**src/design/cle_pkg.sv**
```systemverilog
// Shared types and constants of the circular list engine
`timescale 1ns / 1ps
package cle_pkg;
    localparam int CAPACITY_DEF = 32;
    localparam int VAL_W = 32;
    localparam int POS_W = 6;
    localparam int CNT_W = 7;

    typedef enum logic [2:0] {
        K_INS_FIRST = 3'd0, K_INS_LAST = 3'd1, K_INS_AT = 3'd2, K_DEL_FIRST = 3'd3,
        K_DEL_LAST = 3'd4, K_DEL_AT = 3'd5, K_SEARCH = 3'd6, K_READ_ALL = 3'd7
    } kind_t;

    typedef enum logic [1:0] {
        ST_OK = 2'd0, ST_EMPTY = 2'd1, ST_FULL = 2'd2, ST_BAD_POS = 2'd3
    } status_t;

    typedef enum logic [2:0] {
        S_IDLE, S_INS, S_DEL, S_SEARCH, S_READ, S_RESP
    } state_t;

    // controller to datapath
    typedef struct packed {
        logic load;      // capture request
        logic ins_step;  // move one entry up
        logic ins_put;   // write new value
        logic del_step;  // move one entry down
        logic del_done;  // decrement count
        logic walk;      // advance walk index
        logic out_load;  // load output register
        logic out_elem;  // output comes from walked element
    } cmd_t;

    // datapath to controller
    typedef struct packed {
        logic at_target;  // walk index reached the target
        logic walk_end;   // walk index is count-1
        logic match;      // read data equals value
        logic wr_busy;    // a shifted entry is still being written
    } sts_t;
endpackage

```
**src/design/cle_datapath.sv**
```systemverilog
// Datapath: element memory, count, walk index and output register
`timescale 1ns / 1ps
module cle_datapath import cle_pkg::*; #(
    parameter int CAPACITY = CAPACITY_DEF
) (
    input  logic                    aclk,
    input  logic                    aresetn,
    input  cmd_t                    cmd,
    output sts_t                    sts,
    input  logic [2:0]              s_kind,
    input  logic signed [VAL_W-1:0] s_value,
    input  logic [POS_W-1:0]        s_position,
    output logic [CNT_W-1:0]        cnt,
    input  logic [1:0]              out_status,
    input  logic                    out_found,
    input  logic                    out_last,
    input  logic                    out_clr,
    output logic [1:0]              m_status,
    output logic signed [VAL_W-1:0] m_elem_value,
    output logic [POS_W-1:0]        m_elem_position,
    output logic                    m_found,
    output logic [CNT_W-1:0]        m_count,
    output logic                    m_last
);
    localparam int AW = (CAPACITY > 1) ? $clog2(CAPACITY) : 1;

    logic [VAL_W-1:0] mem [CAPACITY];
    logic [VAL_W-1:0] rd_reg;
    logic [CNT_W-1:0] cnt_reg, cnt_next;
    logic [POS_W-1:0] idx_reg, rdidx_reg, tgt_reg;
    logic [POS_W-1:0] idx_init;
    logic [2:0] kind_reg;
    logic [VAL_W-1:0] val_reg;

    assign cnt = cnt_reg;

    // capture request and target position
    always_ff @(posedge aclk) begin
        if (cmd.load) begin
            kind_reg <= s_kind;
            val_reg  <= s_value;
            case (s_kind)
                K_INS_FIRST, K_DEL_FIRST: tgt_reg <= '0;
                K_INS_LAST:  tgt_reg <= cnt_reg[POS_W-1:0];
                K_DEL_LAST:  tgt_reg <= POS_W'(cnt_reg - CNT_W'(1));
                default:     tgt_reg <= s_position;
            endcase
        end
    end

    // starting walk index: inserts walk down from count, deletes up from the target, others up from 0
    always_comb begin
        case (s_kind)
            K_INS_FIRST, K_INS_LAST, K_INS_AT: idx_init = cnt_reg[POS_W-1:0];
            K_DEL_LAST: idx_init = POS_W'(cnt_reg - CNT_W'(1));
            K_DEL_AT:   idx_init = s_position;
            default:    idx_init = '0;
        endcase
    end

    // walk index
    always_ff @(posedge aclk) begin
        if (cmd.load) begin
            idx_reg <= idx_init;
        end else if (cmd.ins_step) begin
            idx_reg <= idx_reg - POS_W'(1);
        end else if (cmd.del_step || cmd.walk) begin
            idx_reg <= idx_reg + POS_W'(1);
        end
    end

    // read port: registered, address is idx for walk, idx-1 or idx+1 for shifts
    logic [POS_W-1:0] raddr;
    always_comb begin
        raddr = cmd.load ? idx_init : idx_reg;
        if (cmd.ins_step) raddr = idx_reg - POS_W'(1);
        else if (cmd.del_step) raddr = idx_reg + POS_W'(1);
    end

    always_ff @(posedge aclk) begin
        rd_reg    <= mem[raddr[AW-1:0]];
        rdidx_reg <= raddr;
    end

    // write port: a shift is written in the following cycle at the walk address of its step
    logic wr_pend_reg;
    logic [POS_W-1:0] waddr_reg;
    always_ff @(posedge aclk) begin
        if (!aresetn) wr_pend_reg <= 1'b0;
        else wr_pend_reg <= cmd.ins_step | cmd.del_step;
        waddr_reg <= idx_reg;
    end

    always_ff @(posedge aclk) begin
        if (cmd.ins_put) mem[tgt_reg[AW-1:0]] <= val_reg;
        else if (wr_pend_reg) mem[waddr_reg[AW-1:0]] <= rd_reg;
    end

    // hold the deleted value read at load
    logic [VAL_W-1:0] delv_reg;
    logic first_rd_reg;
    always_ff @(posedge aclk) begin
        first_rd_reg <= cmd.load;
        if (first_rd_reg) delv_reg <= rd_reg;
    end

    // count register
    always_comb begin
        cnt_next = cnt_reg;
        if (cmd.ins_put) cnt_next = cnt_reg + CNT_W'(1);
        else if (cmd.del_done) cnt_next = cnt_reg - CNT_W'(1);
    end
    always_ff @(posedge aclk) begin
        if (!aresetn) cnt_reg <= '0;
        else cnt_reg <= cnt_next;
    end

    assign sts.at_target = (idx_reg == tgt_reg);
    assign sts.walk_end  = ({1'b0, idx_reg} == cnt_reg - CNT_W'(1));
    assign sts.match     = (rd_reg == val_reg);
    assign sts.wr_busy   = wr_pend_reg;

    // output register
    always_ff @(posedge aclk) begin
        if (cmd.out_load) begin
            m_status <= out_status;
            m_found  <= out_found;
            m_last   <= out_last;
            m_count  <= cnt_next;
            if (out_clr) begin
                m_elem_value    <= '0;
                m_elem_position <= '0;
            end else if (cmd.out_elem) begin
                m_elem_value    <= rd_reg;
                m_elem_position <= rdidx_reg;
            end else if (kind_reg == K_SEARCH) begin
                m_elem_value    <= val_reg;
                m_elem_position <= out_found ? rdidx_reg : '0;
            end else if (kind_reg == K_DEL_FIRST || kind_reg == K_DEL_LAST
                         || kind_reg == K_DEL_AT) begin
                m_elem_value    <= delv_reg;
                m_elem_position <= tgt_reg;
            end else begin
                m_elem_value    <= val_reg;
                m_elem_position <= tgt_reg;
            end
        end
    end
endmodule

```
**src/design/cle_ctrl.sv**
```systemverilog
// Controller: sequences one transaction at a time over the datapath
`timescale 1ns / 1ps
module cle_ctrl import cle_pkg::*; #(
    parameter int CAPACITY = CAPACITY_DEF
) (
    input  logic             aclk,
    input  logic             aresetn,
    input  logic             s_valid,
    output logic             s_ready,
    input  logic [2:0]       s_kind,
    input  logic [POS_W-1:0] s_position,
    output logic             m_valid,
    input  logic             m_ready,
    input  logic [CNT_W-1:0] cnt,
    input  sts_t             sts,
    output cmd_t             cmd,
    output logic [1:0]       out_status,
    output logic             out_found,
    output logic             out_last,
    output logic             out_clr
);
    state_t state_reg, state_next;
    logic mv_reg, mv_next;
    logic err;
    logic [1:0] err_st;
    logic pend_reg, pend_next;

    // validate request against current count
    always_comb begin
        err = 1'b0;
        err_st = ST_OK;
        case (s_kind)
            K_INS_FIRST, K_INS_LAST, K_INS_AT: begin
                if (cnt >= CNT_W'(CAPACITY)) begin err = 1'b1; err_st = ST_FULL; end
                else if (s_kind == K_INS_AT && (s_position == '0 ||
                         {1'b0, s_position} > cnt)) begin
                    err = 1'b1; err_st = ST_BAD_POS;
                end
            end
            default: begin
                if (cnt == '0) begin err = 1'b1; err_st = ST_EMPTY; end
                else if (s_kind == K_DEL_AT && (s_position == '0 ||
                         {1'b0, s_position} >= cnt)) begin
                    err = 1'b1; err_st = ST_BAD_POS;
                end
            end
        endcase
    end

    logic outbuf_free;
    assign outbuf_free = !mv_reg || m_ready;
    assign s_ready = (state_reg == S_IDLE) && outbuf_free;
    assign m_valid = mv_reg;

    // next state
    always_comb begin
        state_next = state_reg;
        pend_next = pend_reg;
        case (state_reg)
            S_IDLE: if (s_valid && s_ready) begin
                if (err) state_next = S_IDLE;
                else case (s_kind)
                    K_INS_FIRST, K_INS_LAST, K_INS_AT: state_next = S_INS;
                    K_SEARCH: state_next = S_SEARCH;
                    K_READ_ALL: state_next = S_READ;
                    default: state_next = S_DEL;
                endcase
                pend_next = 1'b0;
            end
            S_INS: if (sts.at_target && !sts.wr_busy) state_next = S_RESP;
            S_DEL: if (sts.walk_end) state_next = S_RESP;
            S_SEARCH: if (pend_reg && (sts.match || sts.walk_end) && outbuf_free)
                state_next = S_IDLE;
            S_READ: if (pend_reg && outbuf_free && sts.walk_end) state_next = S_IDLE;
            S_RESP: if (outbuf_free) state_next = S_IDLE;
            default: state_next = S_IDLE;
        endcase
        if (state_reg == S_SEARCH || state_reg == S_READ) begin
            if (!pend_reg) pend_next = 1'b1;
        end
        if (state_reg == S_INS) pend_next = 1'b0;
    end

    // outputs
    always_comb begin
        cmd = '0;
        out_status = ST_OK;
        out_found = 1'b0;
        out_last = 1'b1;
        out_clr = 1'b0;
        mv_next = mv_reg && !m_ready;
        case (state_reg)
            S_IDLE: if (s_valid && s_ready) begin
                cmd.load = 1'b1;
                if (err) begin
                    cmd.out_load = 1'b1;
                    out_status = err_st;
                    out_clr = 1'b1;
                    mv_next = 1'b1;
                end
            end
            // hold the new value until the last shifted entry is written
            S_INS: begin
                if (sts.at_target) begin
                    if (!sts.wr_busy) cmd.ins_put = 1'b1;
                end else cmd.ins_step = 1'b1;
            end
            S_DEL: if (sts.walk_end) cmd.del_done = 1'b1; else cmd.del_step = 1'b1;
            S_SEARCH: if (pend_reg && outbuf_free) begin
                if (sts.match || sts.walk_end) begin
                    cmd.out_load = 1'b1;
                    out_found = sts.match;
                    mv_next = 1'b1;
                end else cmd.walk = 1'b1;
            end else if (!pend_reg) cmd.walk = 1'b0;
            S_READ: if (pend_reg && outbuf_free) begin
                cmd.out_load = 1'b1;
                cmd.out_elem = 1'b1;
                out_last = sts.walk_end;
                mv_next = 1'b1;
                if (!sts.walk_end) cmd.walk = 1'b1;
            end
            S_RESP: if (outbuf_free) begin
                cmd.out_load = 1'b1;
                mv_next = 1'b1;
            end
            default: ;
        endcase
    end

    always_ff @(posedge aclk) begin
        if (!aresetn) begin
            state_reg <= S_IDLE;
            mv_reg    <= 1'b0;
            pend_reg  <= 1'b0;
        end else begin
            state_reg <= state_next;
            mv_reg    <= mv_next;
            pend_reg  <= (state_reg != state_next) ? 1'b0 :
                         ((cmd.walk) ? 1'b0 : pend_next);
        end
    end
endmodule

```
**src/design/circular_list_engine_top.sv**
```systemverilog
// Top level of the circular list engine
`timescale 1ns / 1ps
// Usage:
//   Input channel s_valid/s_ready carries one request: s_kind, s_value,
//   s_position. Result channel m_valid/m_ready carries status, element value,
//   element position, found flag, last flag and the count after the request.
//   Requests are handled one at a time. A rejected request is answered
//   from the idle state. An insert shifts the tail up one entry per cycle,
//   a delete shifts it down one entry per cycle, and search and read-all
//   read the entries in turn, all through the single read and write port
//   of the element memory.
//   Every request except read-all gives one result with m_last high;
//   a non-empty read-all gives one result per element, the final one marked.
//   Reset empties the list at once; memory contents are not cleared.
//   When the receiver stalls, the result register holds and the walk waits.
module circular_list_engine_top import cle_pkg::*; #(
    parameter int CAPACITY = CAPACITY_DEF
) (
    input  logic                    aclk,
    input  logic                    aresetn,
    input  logic                    s_valid,
    output logic                    s_ready,
    input  logic [2:0]              s_kind,
    input  logic signed [VAL_W-1:0] s_value,
    input  logic [POS_W-1:0]        s_position,
    output logic                    m_valid,
    input  logic                    m_ready,
    output logic [1:0]              m_status,
    output logic signed [VAL_W-1:0] m_elem_value,
    output logic [POS_W-1:0]        m_elem_position,
    output logic                    m_found,
    output logic                    m_last,
    output logic [CNT_W-1:0]        m_count
);
    cmd_t cmd;
    sts_t sts;
    logic [CNT_W-1:0] cnt;
    logic [1:0] out_status;
    logic out_found, out_last, out_clr;

    cle_ctrl #(.CAPACITY(CAPACITY)) u_ctrl (
        .aclk, .aresetn, .s_valid, .s_ready, .s_kind, .s_position,
        .m_valid, .m_ready, .cnt, .sts, .cmd,
        .out_status, .out_found, .out_last, .out_clr
    );

    cle_datapath #(.CAPACITY(CAPACITY)) u_dp (
        .aclk, .aresetn, .cmd, .sts, .s_kind, .s_value, .s_position,
        .cnt, .out_status, .out_found, .out_last, .out_clr,
        .m_status, .m_elem_value, .m_elem_position, .m_found, .m_count, .m_last
    );
endmodule

```
**config.mk**
```make
export PLATFORM = sky130hd
export DESIGN_NAME = circular_list_engine_top
export DESIGN_NICKNAME = d
export VERILOG_FILES = /design/src/design/cle_pkg.sv /design/src/design/cle_datapath.sv /design/src/design/cle_ctrl.sv /design/src/design/circular_list_engine_top.sv
export SDC_FILE = /design/constraint.sdc
export NUM_CORES = 2
export LEC_CHECK = 0
export BUFFER_PORTS_ARGS = -buffer_cell sky130_fd_sc_hd__buf_2
export CORE_ASPECT_RATIO = 1.75
export CORE_MARGIN = 5
export CORE_UTILIZATION = 40
export CTS_CLUSTER_DIAMETER = 150
export DETAILED_ROUTE_END_ITERATION = 10
export PLACE_DENSITY = 0.6
export SYNTH_ARGS = -nofsm -noshare
export SYNTH_HDL_FRONTEND = slang
export SYNTH_SLANG_ARGS = --single-unit
export TNS_END_PERCENT = 1
```
**constraint.sdc**
```tcl
create_clock -name aclk -period 11.5 [get_ports aclk]
set_input_delay 0.575 -clock aclk [delete_from_list [all_inputs] [get_ports aclk]]
set_output_delay 0.575 -clock aclk [all_outputs]
set_load 0.05 [all_outputs]
```
Yosys cells after proc, flatten, opt, wreduce, memory -nomap -nowiden --
Memory sizes are Yosys's and may differ from the RTL's. A register that Yosys moved wholly into a read port is not among the register bits. Index checks and enable logic that the tools add are counted.
Word-level totals: output and inout bits 51, bits in registers 153, memories kept 1, bits in writable memories 1024
Operators by class: bitwise operators 2, mux-type cells 78, equality and inequality tests 20, magnitude comparators 3, $add $sub $neg 4, reduce and logical (&&, ||, !) cells 32
Memories:
- u_dp.mem | words 32, bits a word 32, rd ports 1, clocked after memory_dff 1, wr ports 1, line cle_datapath.sv:27 | logic [VAL_W-1:0] mem [CAPACITY];
Operators with widths (number):
- 2-to-1 mux 32 bit | 4
- 2-to-1 mux 6 bit | 9
- 2-to-1 mux 1 bit | 40
- one-hot mux 6 bit (3 select lines) | 2
- equality test 32 bit | 1
- OR reduction 32 bit | 1
- equality test 3 bit, second input constant | 9
- 2-to-1 mux 3 bit | 8
- one-hot mux 3 bit (6 select lines) | 1
- equality test 3 x 2 -> 1 bit, second input constant | 5
- 2-to-1 mux 2 bit | 7
- 2-to-1 mux 7 bit | 2
- logical AND 1 bit | 10
- one-hot mux 3 bit (3 select lines) | 1
- logical OR 1 bit | 8
- one-hot mux 1 bit (4 select lines) | 2
- adder 7 x 1 -> 7 bit, second input constant | 1
- equality test 6 x 7 -> 1 bit | 1
- >= comparator 6 x 7 -> 1 bit | 1
- >= comparator 7 x 6 -> 1 bit, second input constant | 1
- > comparator 6 x 7 -> 1 bit | 1
- logical NOT 7 bit | 1
- subtractor 7 x 1 -> 7 bit, second input constant | 1
- adder 6 x 1 -> 6 bit, second input constant | 1
- 17 further kinds | 21

Logic depth before layout (Yosys ltp) --
depth after elaboration 11, mapped depth 14

Hierarchy --
Synthesis repeated with hierarchy kept, for this count alone.
Second synthesis, totals: cell total of the unflattened synthesis 6461, area total of the unflattened synthesis 65371.4 um^2
By module, submodules not included:
- cle_datapath | area each 64561.9 um^2, instances 1, sequential area each 35634.2 um^2, cells an instance 6346
- cle_ctrl | area each 809.5 um^2, instances 1, sequential area each 100.1 um^2, cells an instance 115

Worst setup path after synthesis --
No wires, ideal clock.
path kind reg-to-reg, start register u_ctrl.mv_reg (netlist: u_ctrl.m_valid), end register u_dp.rd_reg[21], read port of u_dp.mem, setup slack 6942 ps, period minus slack after synthesis 4558 ps, cell stages (with the launch flop) 13, setup time 130 ps, arrival time 4428 ps, cell sequence dfxtp_1 nand2b_1 nand3_1 clkbuf_1 clkinv_1 o21ai_0 nor3_1 a211oi_2 clkbuf_1 buf_1 mux4_2 a22oi_1 nand4_1
RTL lines:
- start, declared | line cle_ctrl.sv:23 | logic mv_reg, mv_next;
- start signal, assigned | line cle_ctrl.sv:138 | mv_reg <= mv_next;
- end, declared | line cle_datapath.sv:28 | logic [VAL_W-1:0] rd_reg;

Worst setup path after layout --
start register u_dp.cnt_reg[2] (netlist: u_dp.cnt[2]), end register u_dp.rd_reg[8], read port of u_dp.mem
On the way: word-level cells in the longest chain between the ends 6, elaborated cells on any way between the ends 8, those cells by class 1 x add/sub; 1 x eq/ne; 6 x mux
Ends and longest elaborated chain:
- start, declared | line cle_datapath.sv:29 | logic [CNT_W-1:0] cnt_reg, cnt_next;
- start signal, assigned | line cle_datapath.sv:115 | else cnt_reg <= cnt_next;
- subtractor 7 x 1 -> 7 bit | line cle_datapath.sv:55 | K_DEL_LAST: idx_init = POS_W'(cnt_reg - CNT_W'(1));
- equality test 6 x 7 -> 1 bit | line cle_datapath.sv:119 | assign sts.walk_end = ({1'b0, idx_reg} == cnt_reg - CNT_W'(1));
- 2-to-1 mux 1 bit | line cle_ctrl.sv:108 | S_DEL: if (sts.walk_end) cmd.del_done = 1'b1; else cmd.del_step = 1'b1;
- 2-to-1 mux 2 bit | line cle_ctrl.sv:92 | case (state_reg)
- 2-to-1 mux 6 bit (*) | line cle_datapath.sv:77 | else if (cmd.del_step) raddr = idx_reg + POS_W'(1);
- 2-to-1 mux 6 bit (*) | line cle_datapath.sv:76 | if (cmd.ins_step) raddr = idx_reg - POS_W'(1);
Every way passes the cells marked *; elsewhere a longest branch is shown, timed or not. A chain may end at the register's enable or synchronous reset.

==> impl_results.md <==
* Hold Path Origin: s_value[19]
* Total GRT Usage at between 20% and 30%
* Final wirelength at 130000 um
* Min-Delay Endpoint: u_dp.val_reg[19]
* Min-Delay Path Depth at 1
* Multiplexer share of the synthesized area at around 14%
* Power Dens Cells at about 200 nW/um^2
* Crit path capture type: flop
* Crit path max fanout at 94
* Util after Layout at a little under half
* DR iter-0 viols at 3019
* Vias in the first global route at 24960
* Synth Area in Adders at less than 1%
* Mapped Area at between 40000 and 50000 um^2
* Synth area leaders: edfxtp_1 (74%), mux4_2 (12%), dfxtp_1 (2.4%)
* Synth warn at 0
* CTS buffer count at 99
* CP dominant cell by count: or3_1
* Die X-Extent at around 270 um
* Outcome: finished with violations
* Sum of negative setup slack at 0 ns
* Crit path launch type: flop
* Hold_buf cts at 6
* DRT Pass-1 Iters at 9
* Synth Register Bits at around 1200
* Worst vdd ir at approximately 110 uV
* RePlAce Congestion at between 0.9 and 1
* WP buf/inv at 2
* Simple-Gate Fraction of Synth Area at approximately 2.8%
* Reg-to-reg endpoint: u_dp.rd_reg[8]
* Postcts setup bufs at 0
* R2R setup slack at 5.94 ns
* Via count at around 25000
* Seq pwr share at about half
* R2R depth at 11
* Antenna-violating nets left at 0
* Post-synth EDFFs at around 1200
* Delay-heaviest family, CP: buffers and inverters
* Data required time of the worst path at approximately 12 ns
* Synth area leader: edfxtp_1
* Final min period at between 5 and 6 ns
* Final Hold Viols at 0
* # DRC at 2
* Final setup violation count at 0
* Design Area, Final at 53000 um^2
* Sw Pwr at about 2.7 mW
* Tightest Pin Transition at roughly 1.1 ns
* Gr ovfl total at 0
* Placed instance count at around 3900
* DP Area at between 40000 and 50000 um^2
* Row count at about 170
* Final std cells w/o fill at about 4100
* Initial Utilization at between 40% and 50%
* Crit. Startpoint: u_dp.cnt[2]
* Clk slew on worst S/H paths at 0.07 ns
* Clock root buffer: clkbuf_16
* DP HPWL at 70600 um
* Largest net degree at the start of global routing at between 100 and 150
* RSZ-0062 raised after global routing: no
* Post-synthesis compound-gate area fraction at under 10%
* Most frequent cell after synthesis: edfxtp_1
* Worst-skew pair later-pin latency at a little over 0.7 ns
* Hold WC Path Type: in -> reg
* Max stage delay on crit path at roughly 0.9 ns
* Final worst path period share at 48.4%
* Clock network power share at between 30% and 40%
* Wire per inst at 32.1 um
* Skew final at between 0.02 and 0.03 ns
* Mapped Cells at ~2300
* Via density at 6.06
* Share of the synthesized area in the top cell type at roughly three quarters
* Pre-CTS setup slack at ~5.7 ns
* Worst path cell trace: or3_1 > or3_1 > a2111oi_4 > and3_1 > nand2_1 > a21oi_4 > buf_12 > buf_4 > mux4_2 > a22oi_1 > nand4_1
* Max-slew violation count at 0
* Number of flip-flops in the largest register at 1024
* Synth unique cells at slightly above 60
* Comb power frac at 15.2%
* Top cells by count, synth: edfxtp_1 (1152), mux4_2 (256), a22oi_1 (138), nor2_1 (99), clkbuf_1 (77)
* Syn Nets at 2373
* Sequential area share after synthesis at roughly three quarters
* Switch share at 26.0%
* CTS tree: done
* TritonCTS Sinks at 1209
* Nets at around 2500
* I/O pin count at 96
* Relative slew slack at between 20% and 30%
* Global-route wire length before repair at between 150000 and 200000 um
* Largest family of logic cells by synthesized area: multiplexers
* Crit-path slowest cell: buf_4
* Async set or reset register ratio after synthesis at 0%
* Worst path arrival time at approximately 6.1 ns
* Worst hold margin at between 0.04 and 0.05 ns
* Port Buffers at 95
* Reg2reg start: u_dp.cnt[2]
* Share of layout cells above drive strength 1 at a little over a quarter
* WS Path Type: reg -> reg
* Synth Area in XOR/XNOR at approximately 1%
* P&R area growth vs syn at 12.8%
* Crit path depth at 11
* P_leak at around 17 nW
* Die ar. at between 100000 and 150000 um^2
* Top FF cell, synth: edfxtp_1
* Design Power at roughly 10 mW
* Core box area at 117000 um^2
* Maxcap violations at 0
* Final setup margin at around 5.9 ns
* Clock Path Buffers at 3
* Internal at between 7 and 8 mW
* H-tree depth at 3
* Mean post-synth cell area at between 20 and 25 um^2
* Die height at ~460 um
* Post-CTS Resized at 0
* Max Fclk at ~180 MHz
* Initial antenna violation count at 7
* Failing checks: DRC
## final cells by class
class,count,area (um^2)
fill,9749,63900
sequential,1209,35700
multi-input combinational,960,11000
clock buffer,118,2620
tap,1512,1890
timing repair buffer,156,986
clock inverter,68,729
inverter,25,93.8
antenna,3,7.51
## logic make-up after synthesis
kind of cell,after synthesis
flip-flops,1209
multiplexers,328
AO/OA/AOI/OAI,289
AND/OR/NAND/NOR,277
buffers and inverters,148
XOR/XNOR,55
adder cells (fa/ha/maj),11
## cells in the final DEF (no fill, tap or decap), types with 10 or more instances in the layout
master | synthesis | layout
a211oi_1 | 32 | 32
a21oi_1 | 23 | 21
a22oi_1 | 138 | 138
and2_1 | 10 | 10
buf_2 | 11 | 95
buf_4 | 19 | 52
bufinv_16 | 0 | 14
clkbuf_1 | 77 | 15
clkbuf_16 | 0 | 102
clkinv_1 | 1 | 15
clkinv_2 | 0 | 26
dfxtp_1 | 57 | 55
edfxtp_1 | 1152 | 1152
ha_1 | 11 | 11
inv_1 | 23 | 23
mux2_2 | 33 | 33
mux2i_1 | 39 | 38
mux4_2 | 256 | 256
nand2_1 | 47 | 47
nand2b_1 | 15 | 15
nand3_1 | 15 | 14
nand4_1 | 38 | 38
nor2_1 | 99 | 67
nor2_4 | 0 | 32
nor3_1 | 21 | 13
nor4_1 | 10 | 10
o21ai_0 | 38 | 38
xnor2_1 | 19 | 19
xor2_1 | 36 | 36
## power by group through the flow
| stage | registers (mW) | logic (mW) | clock network, mW |
|---|---|---|---|
| floorplan | 5.34 | 1.04 | 0 |
| global placement | 5.35 | 1.56 | 0 |
| detailed placement | 5.35 | 1.59 | 0 |
| CTS | 5.26 | 1.60 | 3.58 |
| global route | 5.27 | 1.68 | 3.76 |
| finish | 5.26 | 1.57 | 3.52 |
## layer usage
| metal | track usage [%] | part of all wire [%] | vias to the layer above |
|---|---|---|---|
| li1 | - | - | 9893 |
| met1 | 25.0 | 36 | 13157 |
| met2 | 36.9 | 53 | 1233 |
| met3 | 3.25 | 7.3 | 261 |
| met4 | 7.53 | 3.7 | 4 |
| met5 | 0 | 0.021 | - |
## how the worst max path moves through the flow
stage / to / slack (ns)
finish: u_dp.rd_reg[8] / 5.94
global route: u_dp.rd_reg[30] / 5.42
CTS: u_dp.rd_reg[3] / 5.85
detailed placement: u_dp.rd_reg[27] / 5.70
global placement: u_dp.rd_reg[27] / 5.70
floorplan: u_dp.rd_reg[21] / 6.94
(Power assumes the default switching activity.)
